File: config.mk
export PLATFORM = sky130hd
export DESIGN_NAME = srt_div
export DESIGN_NICKNAME = d
export VERILOG_FILES = /design/src/srt_pkg.sv /design/src/srt_div.sv
export SDC_FILE = /design/constraint.sdc
export NUM_CORES = 1
export LEC_CHECK = 0
export ABC_AREA = 1
export BUFFER_PORTS_ARGS = -buffer_cell sky130_fd_sc_hd__buf_2
export CAP_MARGIN = 5
export CORE_MARGIN = 1.5
export CORE_UTILIZATION = 35
export DETAILED_ROUTE_END_ITERATION = 8
export PLACE_DENSITY = 0.6
export SYNTH_ARGS = -nofsm -noshare
export SYNTH_HDL_FRONTEND = slang
export SYNTH_SLANG_ARGS = --single-unit
File: constraint.sdc
create_clock -name clock -period 8.4 [get_ports clock]
set_input_delay 0.84 -clock clock [delete_from_list [all_inputs] [get_ports clock]]
set_output_delay 0.84 -clock clock [all_outputs]
set_load 0.03 [all_outputs]
File: src/srt_pkg.sv
`default_nettype none

package srt_pkg;

   localparam int MAX_SPHERES_DEF = 8;
   localparam int FRAC_BITS_DEF   = 16;

   localparam logic [30:0] VIEW_FACTOR_RST = 31'd17560;
   localparam logic [3:0]  MAX_BOUNCES_RST = 4'd5;

   localparam logic CMD_WRITE = 1'b0;
   localparam logic CMD_TRACE = 1'b1;

   localparam logic [3:0] ATTR_CX   = 4'd0;
   localparam logic [3:0] ATTR_RAD  = 4'd3;
   localparam logic [3:0] ATTR_SR   = 4'd4;
   localparam logic [3:0] ATTR_ER   = 4'd7;
   localparam logic [3:0] ATTR_LAST = 4'd9;

   localparam logic [2:0] CSR_VIEW    = 3'd0;
   localparam logic [2:0] CSR_CAM_X   = 3'd1;
   localparam logic [2:0] CSR_CAM_Y   = 3'd2;
   localparam logic [2:0] CSR_CAM_Z   = 3'd3;
   localparam logic [2:0] CSR_BOUNCES = 3'd4;
   localparam logic [2:0] CSR_SPHERES = 3'd5;

   typedef logic signed [67:0] wide_type;

   function automatic logic signed [31:0] sat32(input wide_type v);
      if (v > 68'sd2147483647) begin
         return 32'sh7fffffff;
      end else if (v < -68'sd2147483648) begin
         return 32'sh80000000;
      end
      return v[31:0];
   endfunction

   function automatic wide_type sx32(input logic signed [31:0] x);
      return {{36{x[31]}}, x};
   endfunction

endpackage

`default_nettype wire

File: src/srt_div.sv
`default_nettype none

module srt_div #(
   parameter int NUM_W = 48
) (
   input  wire logic             clock,
   input  wire logic             reset,
   input  wire logic             start,
   input  wire logic [NUM_W-1:0] num,
   input  wire logic [31:0]      den,
   output logic                  done,
   output logic [NUM_W-1:0]      quo
);
   import srt_pkg::*;

   localparam int CW = $clog2(NUM_W);

   logic             busy_ff, busy_in;
   logic             done_ff, done_in;
   logic [CW-1:0]    cnt_ff, cnt_in;
   logic [31:0]      rem_ff, rem_in;
   logic [31:0]      den_ff, den_in;
   logic [NUM_W-1:0] quo_ff, quo_in;
   logic [32:0]      remsh;
   logic             ge;

   assign remsh = {rem_ff, quo_ff[NUM_W-1]};
   assign ge    = remsh >= {1'b0, den_ff};

   always_comb begin
      busy_in = busy_ff;
      done_in = 1'b0;
      cnt_in  = cnt_ff;
      rem_in  = rem_ff;
      den_in  = den_ff;
      quo_in  = quo_ff;
      if (start && !busy_ff) begin
         busy_in = 1'b1;
         cnt_in  = CW'(NUM_W - 1);
         rem_in  = '0;
         den_in  = den;
         quo_in  = num;
      end else if (busy_ff) begin
         rem_in = ge ? 32'(remsh - {1'b0, den_ff}) : remsh[31:0];
         quo_in = {quo_ff[NUM_W-2:0], ge};
         cnt_in = cnt_ff - CW'(1);
         if (cnt_ff == '0) begin
            busy_in = 1'b0;
            done_in = 1'b1;
         end
      end
   end

   always_ff @(posedge clock) begin
      if (reset) begin
         busy_ff <= 1'b0;
         done_ff <= 1'b0;
      end else begin
         busy_ff <= busy_in;
         done_ff <= done_in;
      end
      cnt_ff <= cnt_in;
      rem_ff <= rem_in;
      den_ff <= den_in;
      quo_ff <= quo_in;
   end

   assign done = done_ff;
   assign quo  = quo_ff;

endmodule

`default_nettype wire

# Word level (Yosys, flattened, before mapping)

Cells that the tools add are included.

Bits in registers: 120
Input bits: 83
Logic and storage cells: 22

Add/sub/neg operators: 2
Order comparisons: 1
Mux-type cells: 7
Bitwise gates (word level): 1
Reductions and logical operators: 5

Operators by type and width:

| cell                  | count |
|---|---|
| $mux W48              | 2 |
| $ge A33 B32 Y1        | 1 |
| $mux W32              | 1 |
| $sub A32 B32 Y32      | 1 |
| $logic_not A6 Y1      | 1 |
| $sub A6 B1 Y6 const B | 1 |
| $mux W1               | 4 |
| $reduce_or A3 Y1      | 1 |
| $reduce_bool A2 Y1    | 1 |
| $logic_and A1 B1 Y1   | 1 |
| $logic_not A1 Y1      | 1 |
| $not A1 Y1            | 1 |

# Logic depth before layout (Yosys ltp)

Gate-level depths: netlist of the first run.

Depth in word-level cells: 4
Gate-level depth with buffers: 17
Depth with buffers taken out: 16

# Least setup slack after synthesis of the first run

No wires, ideal clock.

Path type: input port to flip-flop
Start point: in start
End point: reg quo_ff[0], in the netlist quo[0], enable pin
Library setup time: 432 ps
Arrival time: 2528 ps
Required time: 7968 ps
Slack: 5439 ps
Stages on the path: 3
Path buffers: 1
Cell sequence: nor2_1 -> inv_1 -> clkbuf_1

Cells in the longest elaborated chain, start to end: 2

RTL lines:

| what                         | line          | text |
|---|---|---|
| from (decl)                  | srt_div.sv:8  | `input wire logic start,` |
| $logic_and A1 B1 Y1          | srt_div.sv:37 | `if (start && !busy_ff) begin` |
| $reduce_bool A2 Y1 (no line) | --            |  |
| to (signal assigned)         | srt_div.sv:65 | `quo_ff <= quo_in;` |
| to (decl)                    | srt_div.sv:23 | `logic [NUM_W-1:0] quo_ff, quo_in;` |

Every way passes these cells.
A chain may end at the register's enable or synchronous reset.

# Final worst setup path of the first run

Start point: in start
End point: reg quo_ff[44], in the netlist quo[44], data pin

Cells in the longest elaborated chain, start to end: 2

RTL lines:

| what                 | line |
|---|---|
| $logic_and A1 B1 Y1  | srt_div.sv:37 |
| $mux W48             | srt_div.sv:37 |
| named net quo_in[44] | srt_div.sv:23 |

The timed path passes the listed nets, and every way through them passes these cells.

==> metrics.yaml, run 1 <==
outcome: "finished, final reports clean"
grt_overflow: 0
drt_iter0_drc: 380
finalHoldViolCount: 0
cp_max_fo: 82
finalCritPeriodShare_pct: 32.3
antenna_cells: 0
critical_path_required_ns: 8.58
clock-root-buffer: "clkbuf_16"
cts_hold_buffers: 0
drive_gt1_share_pct: 16.4
p_sw_uw: 1300
num_rows: 53
setup_violations: 0
cts_sinks: 120
maxCapViolCount: 0
tightestPinTransition_ns: 0.939
placed_area_mm2: 0.00850
final_area_mm2: 0.00907
grt_pass1_vias: 6634
synthCells: 1066
vias: 6750
antenna_left: 0
layout_common_cells: "nand2_1 (452), inv_1 (178), buf_2 (131), nand3_1 (82), edfxtp_1 (80)"
max_freq_mhz: 369
peakVddDrop_mv: 0.176
pwr-share-clk_pct: 24.2
cts_tree: "built"
grt_use_total_pct: 18.5
core_area_mm2: 0.0212
critPathCaptureType: "flip-flop"
ys_seq_elements: 120
leakagePower_uw: 0.00480
top_layer: "met4"
route.met2.wl_mm: 8.85
post_cts_buffers: 0
syn_avg_cell_area_um2: 7.15
die_h_um: 151
gp_congestion: 0.899
slew_headroom_pct: 37.4
multi_input_area_mm2: 0.00356
yosysWarnings: 0
cts_resized: 0
syn_area_mm2: 0.00762
netSwitchingFraction_pct: 43.8
p_seq_share_pct: 28.2
syn_to_final_growth_pct: 19.1
clock_skew_ns: 0.0124
p_int_uw: 1670
nNetsFinal: 1313
initial_utilization_pct: 36.0
rsz0062_at_grt: "no"
synth_nets: 1184
nFillCells: 2218
met3_length_mm: 1.18
hp-class: "flip-flop to flip-flop"
ff_latch_area_mm2: 0.00320
cts_made_buffers: 17
min_period_ns: 2.71
path_clk_slew_ns: 0.06
crit_path_top_delay_cell: "buf_4"
drcViolationCount: 0
wl_met1_mm: 9.24
h-tree-depth: 4
drt-pass1-iter-count: 5
fin_hold_ws_ns: 0.462
slowest_delay_ns: 0.72
grt_max_degree: 83
place_hpwl_mm: 14.3
fin_util_pct: 42.9
antenna_found_initial: 0
grt_pass1_wl_mm: 32.7
wl_per_cell_um: 13.2
synth-seq-area-share_pct: 42.0
layout_commonest_cell: "nand2_1"
portBuffers: 131
slew_violations: 0
via_per_inst: 4.55
fin_tns_setup_ns: 0
crit_type: "input pin to flip-flop"
critPathLaunchType: "input pin"
die_area_mm2: 0.0227
cp_cell_sequence: "buf_2 > inv_1 > nor2_4 > buf_4 > clkinv_1 > buf_4 > nand2_1 > nand2_1"
crit_arrival_ns: 2.89
clock_latency_ns: 0.43
pwr-share-comb_pct: 47.6
ys_types: 39
wl_mm: 19.6
powerDensity_mw_per_mm2: 328
die_w_um: 151
io_pins: 132
clk_path_buf_depth: 2
==> kinds of logic after synthesis <==
group | share of synthesized area [%]
flip-flops | 42.0
XOR/XNOR | 1.61
buffers and inverters | 11.4
AO/OA/AOI/OAI | 3.19
adder cells (fa/ha/maj) | 5.85
AND/OR/NAND/NOR | 35.9
==> power groups by stage <==
stage	registers [µW]	logic, µW	clock network, µW
2_1_floorplan	895	1080	0
3_3_place_gp	849	1400	0
6_report	839	1410	718
3_5_place_dp	847	1410	0
4_1_cts	839	1420	734
5_1_grt	853	1620	756
==> per-stage QoR <==
stage / total power, µW / setup slack (ns) / std cells
6_report: 2970 / 5.69 / 1483
5_1_grt: 3230 / 5.44 / 1483
4_1_cts: 2990 / 5.64 / 1483
3_5_place_dp: 2260 / 5.17 / 1451
3_3_place_gp: 2250 / 5.24 / 1451
2_1_floorplan: 1970 / 5.44 / 1066
==> state kept, by name, indices dropped and copies added, names as in the netlist <==
name	flops
busy_ff	1
quo	48
cnt_ff	6
rem_ff	32
den_ff	32
done	1
==> worst paths after layout <==
path / from / end / slack, ns / cells after the start
worst max-delay path: start / quo[44] / 5.69 / 8
worst min-delay path: cnt_ff[0] / cnt_ff[0] / 0.46 / 1
worst max register to register: den_ff[20] / rem_ff[8] / 5.81 / 11
worst min register to register: cnt_ff[0] / cnt_ff[0] / 0.46 / 1
==> worst max-delay path: cells and delay by family <==
kind,cells,cell delay (ns)
and+or+nand+nor,3,0.24
buffers and inverters,5,1.75
==> Yosys cell counts (all sizes together) <==
| library cell | count | area share, % |
|---|---|---|
| edfxtp | 80 | 32 |
| ha | 34 | 5.6 |
| clkinv | 5 | 0.25 |
| nor3 | 6 | 0.39 |
| nor2 | 54 | 3.3 |
| dfxtp | 40 | 11 |
| nor4 | 3 | 0.44 |
| nand2 | 464 | 24 |
| nand3 | 85 | 5.8 |
| a31oi | 1 | 0.082 |
| a22oi | 1 | 0.099 |
| buf | 12 | 1.4 |
| fa | 1 | 0.26 |
| o21bai | 4 | 0.39 |
| o21ai | 16 | 1.1 |
| clkbuf | 14 | 0.69 |
| nor3b | 2 | 0.20 |
| inv | 183 | 9.0 |
| xnor2 | 13 | 1.5 |
| nand3b | 15 | 1.5 |
| nand4 | 8 | 0.66 |
| xor2 | 1 | 0.11 |
| and2 | 2 | 0.16 |
| a21oi | 20 | 1.4 |
| o21a | 2 | 0.20 |
==> layer usage <==
| layer | track usage (%) | vias up |
|---|---|---|
| li1 | - | 3564 |
| met5 | 0 | - |
| met3 | 4.64 | 19 |
| met2 | 30.3 | 183 |
| met1 | 23.7 | 2984 |
| met4 | 5.93 | 0 |
==> layout make-up <==
class,count,area share [%]
timing repair buffer,136,7.64
inverter,188,7.78
sequential,120,35.3
tap,275,3.79
multi-input combinational,732,39.2
clock buffer,19,4.77
clock inverter,13,1.52
Note: power is estimated with default switching activity, not from simulation.
==> run 2, diff against run 1 <==
PLACE_DENSITY = 0.62   (was 0.6)
clock period = 2.4 ns   (was 8.4 ns; I/O delays follow)
==> metrics.yaml, run 2 (synthesis gave the netlist of run 1 again) <==
clock_latency_ns: 0.43  # about the same
crit_path_top_delay_cell: "nor4_4"
die_area_mm2: 0.0227  # unchanged
grt_pass1_vias: 7001  # +5.5%
critical_path_required_ns: 2.72  # -5.86 ns
pwr-share-clk_pct: 23.0  # -1.2 points
slew_violations: 0  # unchanged
io_pins: 132  # unchanged
min_period_ns: 2.23
grt_pass1_wl_mm: 34.7  # +6.1%
nNetsFinal: 1382  # +5.3%
portBuffers: 131  # unchanged
peakVddDrop_mv: 0.537  # +200%
layout_common_cells: "nand2_1 (450), inv_1 (178), buf_2 (131), nand3_1 (80), edfxtp_1 (80)"
outcome: "finished, final reports clean"
hp-class: "input pin to flip-flop"
die_w_um: 151  # unchanged
placed_area_mm2: 0.00872  # +2.6%
path_clk_slew_ns: 0.07  # about the same
final_area_mm2: 0.00979  # +7.9%
pre_cts_slack_ns: 0.00202  # -5.17 ns
crit_type: "flip-flop to flip-flop"
finalHoldViolCount: 0  # unchanged
crit_family: "simple AND/OR/NAND/NOR gates"
drt_iter0_drc: 375  # -1.3%
p_seq_share_pct: 26.3  # -1.9 points
core_area_mm2: 0.0212  # unchanged
vias: 7129  # +5.6%
crit_buf_inv: 2  # -3
crit_arrival_ns: 2.56  # -0.33 ns
place_hpwl_mm: 15.1  # +5.8%
p_int_uw: 6270  # +280%
pwr-share-comb_pct: 50.7  # +3.1 points
setup_violations: 0  # unchanged
drive_gt1_share_pct: 19.2  # +2.8 points
gp_congestion: 0.938  # +4.3%
layout_commonest_cell: "nand2_1"
initial_utilization_pct: 36.0  # unchanged
clk_path_buf_depth: 2  # unchanged
grt_use_total_pct: 19.6  # +1.2 points
drcViolationCount: 0  # unchanged
wl_per_cell_um: 13.5  # +2.7%
slowest_delay_ns: 0.39  # -0.33 ns
grt_max_degree: 82  # -1.2%
grt_overflow: 0  # unchanged
critPathLaunchType: "flip-flop"
maxCapViolCount: 0  # unchanged
antenna_found_initial: 1  # +1
p_sw_uw: 4870  # +270%
tightestPinTransition_ns: 0.957  # +0.0178 ns
largest_register_ffs: 48  # unchanged
clock-root-buffer: "clkbuf_16"
cts_sinks: 120  # unchanged
netSwitchingFraction_pct: 43.7  # -0.074 points
powerDensity_mw_per_mm2: 1140  # +250%
cp_max_fo: 16  # -80%
cts_made_buffers: 17  # unchanged
nFillCells: 2155  # -2.8%
drt-pass1-iter-count: 5  # unchanged
slew_headroom_pct: 36.2  # -1.2 points
crit_top_cell: "nand2_1"
syn_to_final_growth_pct: 28.5
h-tree-depth: 4  # unchanged
antenna_cells: 0  # unchanged
rsz0062_at_grt: "yes"
via_per_inst: 4.59  # +0.92%
clock_skew_ns: 0.0200  # +0.00762 ns
finalCritPeriodShare_pct: 93.0
finalWorstSetupSlack_ns: 0.167  # -5.52 ns
max_freq_mhz: 448
cp_cell_sequence: "inv_1 > ha_1 > nand2_1 > buf_4 > nor4_4 > nand2_8 > nand2_4 > nand3_1 > nand2_1 > nand2_1"
die_h_um: 151  # unchanged
cts_tree: "built"
critPathCaptureType: "flip-flop"
wl_mm: 21.0  # +7.4%
num_rows: 53  # unchanged
antenna_left: 0  # unchanged
leakagePower_uw: 0.00513  # +6.8%
[run 2: metal layers]
| layer | vias to the layer above | wire length, µm | GRT usage (%) |
|---|---|---|---|
| met4 | 2 | 329 | 6.37 |
| met2 | 200 | 9730 | 32.5 |
| met3 | 24 | 1280 | 5.06 |
| met1 | 3197 | 9670 | 24.9 |
| met5 | - | 12 | 0 |
| li1 | 3706 | - | - |
[run 2: path summary, 6_finish.rpt]
path	from	end	slack, ns	depth (start not counted)
setup / recovery	den_ff[29]	rem_ff[27]	0.17	10
hold / removal	num[15]	quo[15]	0.07	3
setup reg to reg	den_ff[29]	rem_ff[27]	0.17	10
hold reg to reg	cnt_ff[5]	cnt_ff[5]	0.46	2
[run 2: through the flow]
step | utilization (%) | TNS, ns | total power [µW] | cells | hold slack [ns]
floorplan | - | 0 | 6900 | 1066 | 0.312
global placement | 41.2 | 0 | 8160 | 1477 | 0.416
detailed placement | 41.2 | 0 | 8220 | 1477 | 0.418
CTS | 45.6 | 0 | 11000 | 1543 | 0.0512
global route | 46.3 | -0.00654 | 12000 | 1552 | 0.0698
finish | 46.3 | 0 | 11100 | 1552 | 0.0700
[run 2: layout make-up]
| class | count | area [µm²] | area share, % |
|---|---|---|---|
| tap | 275 | 344 | 3.52 |
| multi-input combinational | 735 | 3650 | 37.3 |
| clock inverter | 15 | 155 | 1.59 |
| timing repair buffer | 202 | 1310 | 13.4 |
| clock buffer | 17 | 425 | 4.35 |
| inverter | 188 | 706 | 7.21 |
| sequential | 120 | 3200 | 32.7 |
[run 2: worst min-delay path: stages]
cell	delay, ns
buf_2	0.07
nand2_1	0.04
nand2_1	0.05
[run 2: repair_timing]
| item | in CTS | in global routing |
|---|---|---|
| endpoints found under the hold margin | 34 | 0 |
| gates resized for setup | 0 | 16 |
| cloned | 1 | 2 |
| hold buffers | 33 | 0 |
| endpoints found under the setup margin | 1 | 32 |
| pin swaps | 1 | 4 |
| buffers inserted | 0 | 7 |
[run 2: power groups by stage]
stage               sequential (µW)  clock [µW]  combinational (µW)
CTS                            2930        2640                5380
global placement               2960           0                5200
global route                   2990        2730                6320
detailed placement             2960           0                5260
floorplan                      3130           0                3770
finish                         2930        2560                5650
