[config.mk]
export PLATFORM = sky130hd
export DESIGN_NAME = srt_isqrt
export DESIGN_NICKNAME = d
export VERILOG_FILES = /design/src/srt_pkg.sv /design/src/srt_isqrt.sv
export SDC_FILE = /design/constraint.sdc
export NUM_CORES = 1
export LEC_CHECK = 0
export BUFFER_PORTS_ARGS = -buffer_cell sky130_fd_sc_hd__buf_2
export CAP_MARGIN = 5
export CORE_UTILIZATION = 39
export CTS_BUF_LIST = sky130_fd_sc_hd__clkbuf_16
export DETAILED_ROUTE_END_ITERATION = 10
export SETUP_SLACK_MARGIN = 0.05
export SLEW_MARGIN = 20
export SYNTH_ARGS = -nofsm -noshare
export SYNTH_HDL_FRONTEND = slang
export SYNTH_SLANG_ARGS = --single-unit
[constraint.sdc]
create_clock -name clock -period 3.8 [get_ports clock]
set_input_delay 0.38 -clock clock [delete_from_list [all_inputs] [get_ports clock]]
set_output_delay 0.38 -clock clock [all_outputs]
set_load 0.02 [all_outputs]
[src/srt_pkg.sv]
`default_nettype none

package srt_pkg;

   localparam int MAX_SPHERES_DEF = 8;
   localparam int FRAC_BITS_DEF   = 16;

   localparam logic [30:0] VIEW_FACTOR_RST = 31'd17560;
   localparam logic [3:0]  MAX_BOUNCES_RST = 4'd5;

   localparam logic CMD_WRITE = 1'b0;
   localparam logic CMD_TRACE = 1'b1;

   localparam logic [3:0] ATTR_CX   = 4'd0;
   localparam logic [3:0] ATTR_RAD  = 4'd3;
   localparam logic [3:0] ATTR_SR   = 4'd4;
   localparam logic [3:0] ATTR_ER   = 4'd7;
   localparam logic [3:0] ATTR_LAST = 4'd9;

   localparam logic [2:0] CSR_VIEW    = 3'd0;
   localparam logic [2:0] CSR_CAM_X   = 3'd1;
   localparam logic [2:0] CSR_CAM_Y   = 3'd2;
   localparam logic [2:0] CSR_CAM_Z   = 3'd3;
   localparam logic [2:0] CSR_BOUNCES = 3'd4;
   localparam logic [2:0] CSR_SPHERES = 3'd5;

   typedef logic signed [67:0] wide_type;

   function automatic logic signed [31:0] sat32(input wide_type v);
      if (v > 68'sd2147483647) begin
         return 32'sh7fffffff;
      end else if (v < -68'sd2147483648) begin
         return 32'sh80000000;
      end
      return v[31:0];
   endfunction

   function automatic wide_type sx32(input logic signed [31:0] x);
      return {{36{x[31]}}, x};
   endfunction

endpackage

`default_nettype wire

[src/srt_isqrt.sv]
`default_nettype none

module srt_isqrt (
   input  wire logic        clock,
   input  wire logic        reset,
   input  wire logic        start,
   input  wire logic [63:0] val,
   output logic             done,
   output logic [31:0]      root
);
   import srt_pkg::*;

   logic        busy_ff, busy_in;
   logic        done_ff, done_in;
   logic [4:0]  cnt_ff, cnt_in;
   logic [35:0] rem_ff, rem_in;
   logic [31:0] root_ff, root_in;
   logic [63:0] val_ff, val_in;
   logic [35:0] remsh;
   logic [35:0] trial;

   assign remsh = {rem_ff[33:0], val_ff[63:62]};
   assign trial = {2'b00, root_ff, 2'b01};

   always_comb begin
      busy_in = busy_ff;
      done_in = 1'b0;
      cnt_in  = cnt_ff;
      rem_in  = rem_ff;
      root_in = root_ff;
      val_in  = val_ff;
      if (start && !busy_ff) begin
         busy_in = 1'b1;
         cnt_in  = 5'd31;
         rem_in  = '0;
         root_in = '0;
         val_in  = val;
      end else if (busy_ff) begin
         val_in = {val_ff[61:0], 2'b00};
         if (remsh >= trial) begin
            rem_in  = remsh - trial;
            root_in = {root_ff[30:0], 1'b1};
         end else begin
            rem_in  = remsh;
            root_in = {root_ff[30:0], 1'b0};
         end
         cnt_in = cnt_ff - 5'd1;
         if (cnt_ff == 5'd0) begin
            busy_in = 1'b0;
            done_in = 1'b1;
         end
      end
   end

   always_ff @(posedge clock) begin
      if (reset) begin
         busy_ff <= 1'b0;
         done_ff <= 1'b0;
      end else begin
         busy_ff <= busy_in;
         done_ff <= done_in;
      end
      cnt_ff  <= cnt_in;
      rem_ff  <= rem_in;
      root_ff <= root_in;
      val_ff  <= val_in;
   end

   assign done = done_ff;
   assign root = root_ff;

endmodule

`default_nettype wire

# Yosys cells after proc, flatten, opt, wreduce, memory -nomap -nowiden
# Cells that the tools add are included.
word_totals:
  wordCells: 23
  output_inout_bits: 33
  regBits: 137
  in_bits: 67
classes:
  n_bitwise: 1
  mux: 8
  n_lt_le_gt_ge: 1
  reduce_logical: 5
  n_addsub: 2
ops:
  columns: ["operator", "n"]
  rows:
  - ["$mux 64", 2]
  - ["$ge 36x34->1", 1]
  - ["$mux 34", 1]
  - ["$sub 34x34->34", 1]
  - ["$logic_not 5->1", 1]
  - ["$mux 1", 5]
  - ["$sub 5x1->5 const B", 1]
  - ["$reduce_or 3->1", 1]
  - ["$reduce_bool 2->1", 1]
  - ["$logic_and 1x1->1", 1]
  - ["$logic_not 1->1", 1]
  - ["$not 1->1", 1]

# Depth between registers and ports, before layout
# Gate-level depths: netlist of the first run.
logic_depth:
  depth_word: 4
  mapped_depth: 14
  ltp_nobuf: 11

# Worst setup path before layout of the first run
# No wires, ideal clock.
synth_path:
  path_kind: "reg2reg"
  startpoint: "register busy_ff"
  endpoint: "register val_ff[0], enable pin"
  synth_period_minus_slack_ns: 2.660
  t_arrival_ns: 2.242
  n_path_buf: 2
  setup_slack_ns: 1.140
  setup_ns: 0.418
  stages_incl_launch_ff: 5
  required_time_ns: 3.382
  cell_sequence: "dfxtp_1 > clkbuf_1 > nor2_1 > clkbuf_1 > inv_1"
synth_between:
  elab_chain_cells: 3
synth_lines:
  columns: ["element", "line_no", "rtl"]
  rows:
  - ["start, declared", "srt_isqrt.sv:13", "logic busy_ff, busy_in;"]
  - ["start signal, assigned", "srt_isqrt.sv:60", "busy_ff <= busy_in;"]
  - ["$logic_not 1->1", "srt_isqrt.sv:32", "if (start && !busy_ff) begin"]
  - ["$logic_and 1x1->1", "srt_isqrt.sv:32", null]
  - ["$reduce_bool 2->1 (no source line) *", null, null]
  - ["end signal, assigned", "srt_isqrt.sv:66", "val_ff <= val_in;"]
  - ["end, declared", "srt_isqrt.sv:18", "logic [63:0] val_ff, val_in;"]
# Mark *: on every way between the ends. The rest lies on a longest branch, timed or not.
# A chain may end at the register's enable or synchronous reset.

# Worst setup path in the final report of the first run
layout_path:
  startpoint: "register root_ff[0] (netlist: root[0])"
  endpoint: "register root_ff[0] (netlist: root[0])"
layout_between:
  elab_chain_cells: 2
layout_lines:
  columns: ["element", "line_no", "rtl"]
  rows:
  - ["start, declared", "srt_isqrt.sv:17", "logic [31:0] root_ff, root_in;"]
  - ["start signal, assigned", "srt_isqrt.sv:65", "root_ff <= root_in;"]
  - ["$ge 36x34->1", "srt_isqrt.sv:40", "if (remsh >= trial) begin"]
  - ["$mux 1", "srt_isqrt.sv:40", null]
# Every way passes these cells.

==> results of run 1 <==
[layout make-up]
| class | count | area share, % |
|---|---|---|
| flip-flops and latches | 137 | 39.7 |
| repair buffers | 106 | 6.57 |
| clock inverters | 15 | 2.07 |
| clock buffers | 17 | 4.99 |
| multi-input cells | 476 | 41.6 |
| inverters | 39 | 1.72 |
| well taps | 229 | 3.36 |
[layout by cell type, fill, tap and decap left out, types with 11 or more instances in the layout]
master,netlist,layout
sky130_fd_sc_hd__a21o_1,14,14
sky130_fd_sc_hd__a21oi_1,30,30
sky130_fd_sc_hd__a22o_1,11,11
sky130_fd_sc_hd__buf_2,5,99
sky130_fd_sc_hd__clkbuf_16,0,17
sky130_fd_sc_hd__dfxtp_1,73,72
sky130_fd_sc_hd__edfxtp_1,64,64
sky130_fd_sc_hd__ha_1,35,35
sky130_fd_sc_hd__inv_1,39,38
sky130_fd_sc_hd__mux2_2,64,64
sky130_fd_sc_hd__nand2_1,66,66
sky130_fd_sc_hd__nand2b_1,14,14
sky130_fd_sc_hd__nor2_1,22,21
sky130_fd_sc_hd__nor3_1,15,15
sky130_fd_sc_hd__o21ai_0,28,28
sky130_fd_sc_hd__o21ai_1,18,18
sky130_fd_sc_hd__o31ai_1,33,33
sky130_fd_sc_hd__xnor2_1,23,23
[logic make-up after synthesis]
kind of cell	share of synthesized area [%]
AOI/OAI and AO/OA	19.2
DFF	46.8
muxes	10.7
adders and majority gates	6.06
xor gates and xnor gates	3.51
and+or+nand+nor	9.50
buffers and inverters	4.21
[state kept, by name (all words and copies together) (netlist names)]
signal / cells
busy_ff: 1
val_ff: 64
cnt_ff: 5
done: 1
rem_ff: 34
root: 32
[routing by layer]
layer	share of wire, %	vias to the layer above	track usage, %
met4	1.3	2	5.56
met2	46	141	27.6
li1	-	2728	-
met5	0.050	-	0
met3	6.5	23	5.96
met1	47	2622	22.2
[metrics by stage]
step                      util (%)  hold WS, ns  worst slack, ns
after floorplan                  -        0.434             1.14
after global placement        43.8        0.445            0.730
after detailed placement      43.8        0.456            0.605
after CTS                     47.2        0.118            0.566
after global routing          47.2        0.120            0.291
final                         47.2        0.130            0.602
[power by group through the flow]
| stage | registers [mW] | clock network, mW | logic [mW] |
|---|---|---|---|
| final | 1.96 | 1.66 | 2.92 |
| after global routing | 1.99 | 1.77 | 3.23 |
| after CTS | 1.96 | 1.71 | 2.91 |
| after detailed placement | 1.99 | 0 | 2.89 |
| after global placement | 1.99 | 0 | 2.85 |
| after floorplan | 1.95 | 0 | 2.38 |
[worst register-to-register path, cell delays in order, from the launching register on]
cell and delay [ns]:
sky130_fd_sc_hd__dfxtp_1 0.35, sky130_fd_sc_hd__inv_1 0.06, sky130_fd_sc_hd__ha_1 0.37, sky130_fd_sc_hd__nor2b_1 0.18, sky130_fd_sc_hd__o31ai_2 0.25, sky130_fd_sc_hd__a21oi_1 0.15, sky130_fd_sc_hd__o211ai_2 0.23, sky130_fd_sc_hd__o211ai_2 0.14
sky130_fd_sc_hd__a31oi_4 0.51, sky130_fd_sc_hd__nand2b_1 0.54, sky130_fd_sc_hd__o21ai_0 0.23
[final timing paths]
path | endpoint | slack [ns]
hold reg to reg | cnt_ff[4] | 0.46
hold / removal | done | 0.13
setup reg to reg | root[0] | 0.60
setup / recovery | root[0] | 0.60
==> reports/qor.log, run 1 <==
[cts] number of buffers added to fix hold violations after cts 0
[critical_path] Stages on worst setup path 10
[floorplan] Boundary Pins 100
[critical_path] CP required 4.05 ns
[sta] Total Negative Setup Slacks 0 ns
[floorplan] initial cell density of the core 40.0%
[final_layout] Finished Cell Area 8530 um2
[critical_path] number of cells on the worst reg-to-reg path 10
[routing] total vias in the final route 5516
[critical_path] Crit-path slowest cell sky130_fd_sc_hd__nand2b_1
[cts] post-CTS setup repair buffer count 0
[sta] final setup violating endpoints 0
[yosys] cell with the most instances after synthesis sky130_fd_sc_hd__dfxtp_1
[critical_path] cell type group with the largest total delay on the critical path compound AO/OA/AOI/OAI gates
[yosys] post-synthesis cell type with the largest combined area sky130_fd_sc_hd__edfxtp_1
[cts] clock tree from TritonCTS done
[critical_path] category of the worst setup path capture point register
[yosys] net count of the mapped netlist 790
[critical_path] worst endpoint data arrival time 3.45 ns
[yosys] count of cell types in the netlist 62
[cts] clk root buf sky130_fd_sc_hd__clkbuf_16
[floorplan] die width 138 um
[critical_path] Critical Setup Path Class reg -> reg
[job] count of max-cap constraint violations 0
[routing] overall routed net length 16000 um
[min_path] beginning of the worst hold path reset
[power_and_ir_drop] switching fraction of total power 37.5%
[routing] DRC Markers 10
[sta] clk_skew 0.0128 ns
[min_path] hold path depth 2
[critical_path] number of buffers and inverters on the critical path 1
[sta] Min Clock Period, post-route 3.20 ns
[floorplan] area of the die 19100 um2
[sta] Final Max Slew Viols 0
[critical_path] Most Frequent Cell on Critical Path sky130_fd_sc_hd__o211ai_2
[cts] Max clock buf depth 2
[routing] Wirelength per Cell 15.7 um
[power_and_ir_drop] Worst IR Drop VDD 0.000371 V
[power_and_ir_drop] clock share of power 25.4%
[cts] H-tree lvl count 4
[sta] fin crit share 84.1%
[placement] HPWL Detailed 11200 um
[cts] Resize count post-CTS 0
[yosys] number of synthesized flops with an enable pin 64
[placement] placed cell count 987
[floorplan] Die Ht 138 um
[final_layout] area growth from synthesis to layout 18.0%
[cts] latest clock arrival within the worst-skew pair 0.42 ns
[critical_path] Worst Path Max Fanout 21
[yosys] top-area cell type share of the netlist area 26.6%
[placement] routability congestion estimate 0.885
[sta] number of hold violations in the final report 0
[power_and_ir_drop] power per cell area 767 nW/um2
[min_path] HP Class in -> reg
[sta] timing-limited maximum frequency 313 MHz
[power_and_ir_drop] design internal power 4.09 mW
[routing] Avg Vias per Cell 5.41
[power_and_ir_drop] P_sw 2.46 mW
[critical_path] startpoint of the most critical setup path root[0]
[placement] placed standard-cell area 7930 um2
[critical_path] startpoint of the lowest-slack register-to-register path root[0]
[placement] port buffer count 99
[critical_path] cells along the critical path inv_1, ha_1, nor2b_1, o31ai_2, a21oi_1, o211ai_2, o211ai_2, a31oi_4, nand2b_1, o21ai_0
[yosys] share of flip-flops with an asynchronous set or reset 0%
[routing] Iter 0 DRT Violations 264
[global_routing] first-pass GRT wire length 26800 um
[critical_path] Worst path max stage delay 0.54 ns
[routing] detailed-router iteration count before antenna repair 8
[power_and_ir_drop] Leakage Power 3.38 nW
[final_layout] area of the multi-input gates 3550 um2
[power_and_ir_drop] Comb pwr share 44.6%
[floorplan] cell row count 49
[global_routing] global routing usage summed across all routing layers 17.4%
[final_layout] ant diodes 0
[global_routing] largest net degree at the start of global routing 68
[sta] transition at the pin with the smallest max-transition slack 0.803 ns
[sta] setup repair after global routing missed its margin no
[cts] Clock Sink Count 137
[yosys] Syn Area/Cell 10.5 um2
[outcome] failing checks DRC
[routing] residual antenna-violating net count after detailed routing 0
[final_layout] fraction of final layout cells with drive strength greater than 1 27.7%
[yosys] netlist area before placement 7230 um2
[yosys] most instantiated flip-flop cell in the synthesis netlist sky130_fd_sc_hd__dfxtp_1
[final_layout] Register Area 3390 um2
[yosys] leading post-synthesis cells by cell area sky130_fd_sc_hd__edfxtp_1 27%, sky130_fd_sc_hd__dfxtp_1 20%, sky130_fd_sc_hd__mux2_2 10%
[final_layout] number of nets at the end of the flow 879
[sta] Rel. slew slack 46.5%
[global_routing] Remaining Overflow, GRT 0
[yosys] most frequent cells after synthesis 73 x sky130_fd_sc_hd__dfxtp_1, 66 x sky130_fd_sc_hd__nand2_1, 64 x sky130_fd_sc_hd__edfxtp_1, 64 x sky130_fd_sc_hd__mux2_2, 39 x sky130_fd_sc_hd__inv_1
[power_and_ir_drop] Reg power frac 30.0%
[final_layout] layout filler cell count 1696
[cts] total CTS buffers 17
[final_layout] filler-free cell count of the finished design 1019
[yosys] number of warning messages in the yosys log 0
[yosys] number of instances in the synthesized netlist 688
[global_routing] initial antenna violation count 1
[outcome] result of the run finished with violations
[yosys] proportion of synthesized chip area in sequential cells 46.8%
[power_and_ir_drop] overall power after layout 6.55 mW
[critical_path] nature of the critical path startpoint register
[floorplan] placeable core region 18100 um2
[cts] clock-pin slew of the registers on the worst-case setup and hold paths 0.07 ns
[global_routing] vias in the first global route 5469
[yosys] number of flip-flops and latches in the synthesized netlist 137
Power figures use the tool's default switching activity.
==> run 2: changes to the inputs <==
--- a/config.mk
+++ b/config.mk
@@ -5,6 +5,7 @@
 export SDC_FILE = /design/constraint.sdc
 export NUM_CORES = 1
 export LEC_CHECK = 0
+export ABC_AREA = 1
 export BUFFER_PORTS_ARGS = -buffer_cell sky130_fd_sc_hd__buf_2
 export CAP_MARGIN = 5
 export CORE_UTILIZATION = 39
==> constraint.sdc (replaced) <==
create_clock -name clock -period 3.1 [get_ports clock]
set_input_delay 0.31 -clock clock [delete_from_list [all_inputs] [get_ports clock]]
set_output_delay 0.31 -clock clock [all_outputs]
set_load 0.02 [all_outputs]
==> run 2 against run 1 <==
Effect of this change:
- the run now ends clean
- global-route usage grew 3.8 points
- cell area grew 13%
- worst setup slack lost 0.18 ns
- register-to-register slack lost 0.18 ns
- via count grew 36%
- critical path depth grew 2
- count of clock-buffer cells in the layout is the same
- critical path type unchanged
==> reports/qor.log, run 2 <==
[yosys] most frequent cells after synthesis 550 x sky130_fd_sc_hd__nand2_1, 187 x sky130_fd_sc_hd__inv_1, 92 x sky130_fd_sc_hd__nand3_1
[yosys] leading post-synthesis cells by cell area sky130_fd_sc_hd__nand2_1 25%, sky130_fd_sc_hd__edfxtp_1 23%, sky130_fd_sc_hd__dfxtp_1 18%
[yosys] top-area cell type share of the netlist area 24.9%
[final_layout] Register Area 3380 um2
[routing] residual antenna-violating net count after detailed routing 0
[power_and_ir_drop] power per cell area 1020 nW/um2
[critical_path] Critical Setup Path Class reg -> reg
[final_layout] max reg flops 64
[critical_path] CP required 3.43 ns
[cts] Clock Sink Count 137
[sta] worst-case setup margin in the final layout 0.426 ns
[yosys] proportion of synthesized chip area in sequential cells 40.8%
[cts] clock tree from TritonCTS done
[final_layout] number of nets at the end of the flow 1411
[final_layout] commonest cells after routing, fill and taps aside 550 x sky130_fd_sc_hd__nand2_1, 184 x sky130_fd_sc_hd__inv_1, 99 x sky130_fd_sc_hd__buf_2
[yosys] Syn Area/Cell 6.80 um2
[global_routing] global routing usage summed across all routing layers 21.1%
[cts] latest clock arrival within the worst-skew pair 0.44 ns
[yosys] net count of the mapped netlist 1321
[yosys] number of warning messages in the yosys log 0
[power_and_ir_drop] Worst IR Drop VDD 0.000609 V
[yosys] count of cell types in the netlist 37
[sta] setup repair after global routing missed its margin no
[placement] HPWL Detailed 16000 um
[outcome] result of the run completed
[sta] hold slack final 0.0422 ns
[critical_path] nature of the critical path startpoint register
[cts] post-CTS setup repair buffer count 0
[placement] Setup Slack @ Placement 0.355 ns
[yosys] share of flip-flops with an asynchronous set or reset 0%
[yosys] post-synthesis cell type with the largest combined area sky130_fd_sc_hd__nand2_1
[sta] fin crit share 86.3%
[final_layout] area growth from synthesis to layout 16.9%
[cts] H-tree lvl count 4
[cts] clock-pin slew of the registers on the worst-case setup and hold paths 0.07 ns
[power_and_ir_drop] design internal power 5.32 mW
[sta] transition at the pin with the smallest max-transition slack 0.637 ns
[power_and_ir_drop] Leakage Power 5.14 nW
[power_and_ir_drop] switching fraction of total power 46.2%
[floorplan] placeable core region 20600 um2
[floorplan] area of the die 21800 um2
[global_routing] first-pass GRT wire length 36300 um
[routing] Avg Vias per Cell 4.71
[power_and_ir_drop] Reg power frac 24.5%
[critical_path] end of the worst register-to-register path rem_ff[28]
[sta] timing-limited maximum frequency 374 MHz
[critical_path] category of the worst setup path capture point register
[placement] placed cell count 1560
[power_and_ir_drop] overall power after layout 9.90 mW
[yosys] number of flip-flops and latches in the synthesized netlist 137
[min_path] beginning of the worst hold path reset
[global_routing] vias in the first global route 7318
[routing] total vias in the final route 7496
[min_path] HP Class in -> reg
[sta] Total Negative Setup Slacks 0 ns
[placement] routability congestion estimate 0.964
[yosys] number of synthesized flops with an enable pin 64
[critical_path] Worst Path Max Fanout 35
[global_routing] initial antenna violation count 2
[critical_path] startpoint of the lowest-slack register-to-register path root[25]
[power_and_ir_drop] clock share of power 22.8%
[min_path] end point of the worst hold path done
[final_layout] area of the multi-input gates 4030 um2
[global_routing] Remaining Overflow, GRT 0
[yosys] netlist area before placement 8280 um2
[sta] Final Max Slew Viols 0
[critical_path] worst endpoint data arrival time 3.00 ns
[placement] port buffer count 99
[floorplan] Boundary Pins 100
[final_layout] filler-free cell count of the finished design 1593
[floorplan] cell row count 52
[cts] Resize count post-CTS 0
[final_layout] Finished Cell Area 9680 um2
[routing] Wirelength per Cell 13.7 um
[placement] placed standard-cell area 9030 um2
[cts] Max clock buf depth 2
[final_layout] Layout Utilization 47.1%
[final_layout] leading cell type in the layout, fill and taps excluded sky130_fd_sc_hd__nand2_1
[routing] detailed-router iteration count before antenna repair 5
[sta] clk_skew 0.0131 ns
[final_layout] largest register by flop count val_ff
[floorplan] die width 148 um
[job] count of max-cap constraint violations 0
[critical_path] reg2reg setup slack 0.43 ns
[sta] number of hold violations in the final report 0
[floorplan] Die Ht 148 um
[sta] final setup violating endpoints 0
[critical_path] number of cells on the worst reg-to-reg path 12
[routing] DRC Markers 0
[final_layout] fraction of final layout cells with drive strength greater than 1 12.2%
[power_and_ir_drop] P_sw 4.57 mW
[yosys] number of instances in the synthesized netlist 1219
[cts] total CTS buffers 17
[yosys] most instantiated flip-flop cell in the synthesis netlist sky130_fd_sc_hd__dfxtp_1
[floorplan] initial cell density of the core 40.3%
[routing] Iter 0 DRT Violations 374
[sta] Rel. slew slack 57.5%
[cts] number of buffers added to fix hold violations after cts 0
[cts] clk root buf sky130_fd_sc_hd__clkbuf_16
[min_path] hold path depth 2
[power_and_ir_drop] Comb pwr share 52.6%
[final_layout] layout filler cell count 2185
[global_routing] largest net degree at the start of global routing 97
[routing] overall routed net length 21900 um
[sta] Min Clock Period, post-route 2.67 ns
[yosys] cell with the most instances after synthesis sky130_fd_sc_hd__nand2_1
-- run 2: cell count changes in the layout (fill, tap and decap cells not counted), sizes merged, moves of 34 or more --
cell and change:
mux2 -67, o21ai -40, inv +151, o31ai -34
nand3 +93, nor2 +42, nand2 +487
-- run 2: how the worst max path moves through the flow --
stage / start / endpoint / slack, ns / depth (start not counted)
after global routing: root[25] / rem_ff[27] / 0.06 / 12
after floorplan: busy_ff / val_ff[0] / 0.16 / 3
after detailed placement: root[25] / rem_ff[31] / 0.36 / 12
after global placement: root[25] / rem_ff[27] / 0.38 / 12
after CTS: root[25] / rem_ff[31] / 0.34 / 12
final: root[25] / rem_ff[28] / 0.43 / 12
-- run 2: final cells by class --
type | instances | share of cell area (%)
diodes | 1 | 0.0258
clock buffers | 17 | 4.39
clock inverters | 15 | 2.25
inverters | 189 | 7.34
multi-input cells | 858 | 41.6
flip-flops and latches | 137 | 34.9
well taps | 270 | 3.49
repair buffers | 106 | 5.92
-- run 2: logic make-up after synthesis --
kind of cell / Yosys count / share of synthesized area [%]
and+or+nand+nor: 737 / 36.4
AOI/OAI and AO/OA: 71 / 5.23
adders and majority gates: 35 / 5.29
xor gates and xnor gates: 15 / 1.59
DFF: 137 / 40.8
buffers and inverters: 224 / 10.6
-- run 2: worst max-delay path, stage by stage (launching register included) --
cell                      delay (ns)
sky130_fd_sc_hd__dfxtp_1        0.32
sky130_fd_sc_hd__inv_1          0.07
sky130_fd_sc_hd__ha_1           0.36
sky130_fd_sc_hd__a21oi_1        0.27
sky130_fd_sc_hd__nand2_1        0.12
sky130_fd_sc_hd__inv_1          0.06
sky130_fd_sc_hd__nand2_1        0.08
sky130_fd_sc_hd__a21oi_1        0.23
sky130_fd_sc_hd__nand4_4        0.50
sky130_fd_sc_hd__nand2_2        0.36
sky130_fd_sc_hd__nand2_1        0.09
sky130_fd_sc_hd__nand2_1        0.06
sky130_fd_sc_hd__nand2_1        0.05
-- run 2: power by group through the flow --
stage                     logic [mW]  registers, mW  clock network, mW
after floorplan                 3.99           2.43                  0
after global placement          5.20           2.46                  0
after detailed placement        5.21           2.46                  0
after CTS                       5.24           2.43               2.31
after global routing            5.99           2.46               2.38
final                           5.21           2.43               2.26
-- run 2: layer usage --
metal	share of wire (%)	global-route usage, %
met3	4.0	4.17
met2	46	34.8
met5	0	0
met4	1.4	6.91
met1	49	27.7
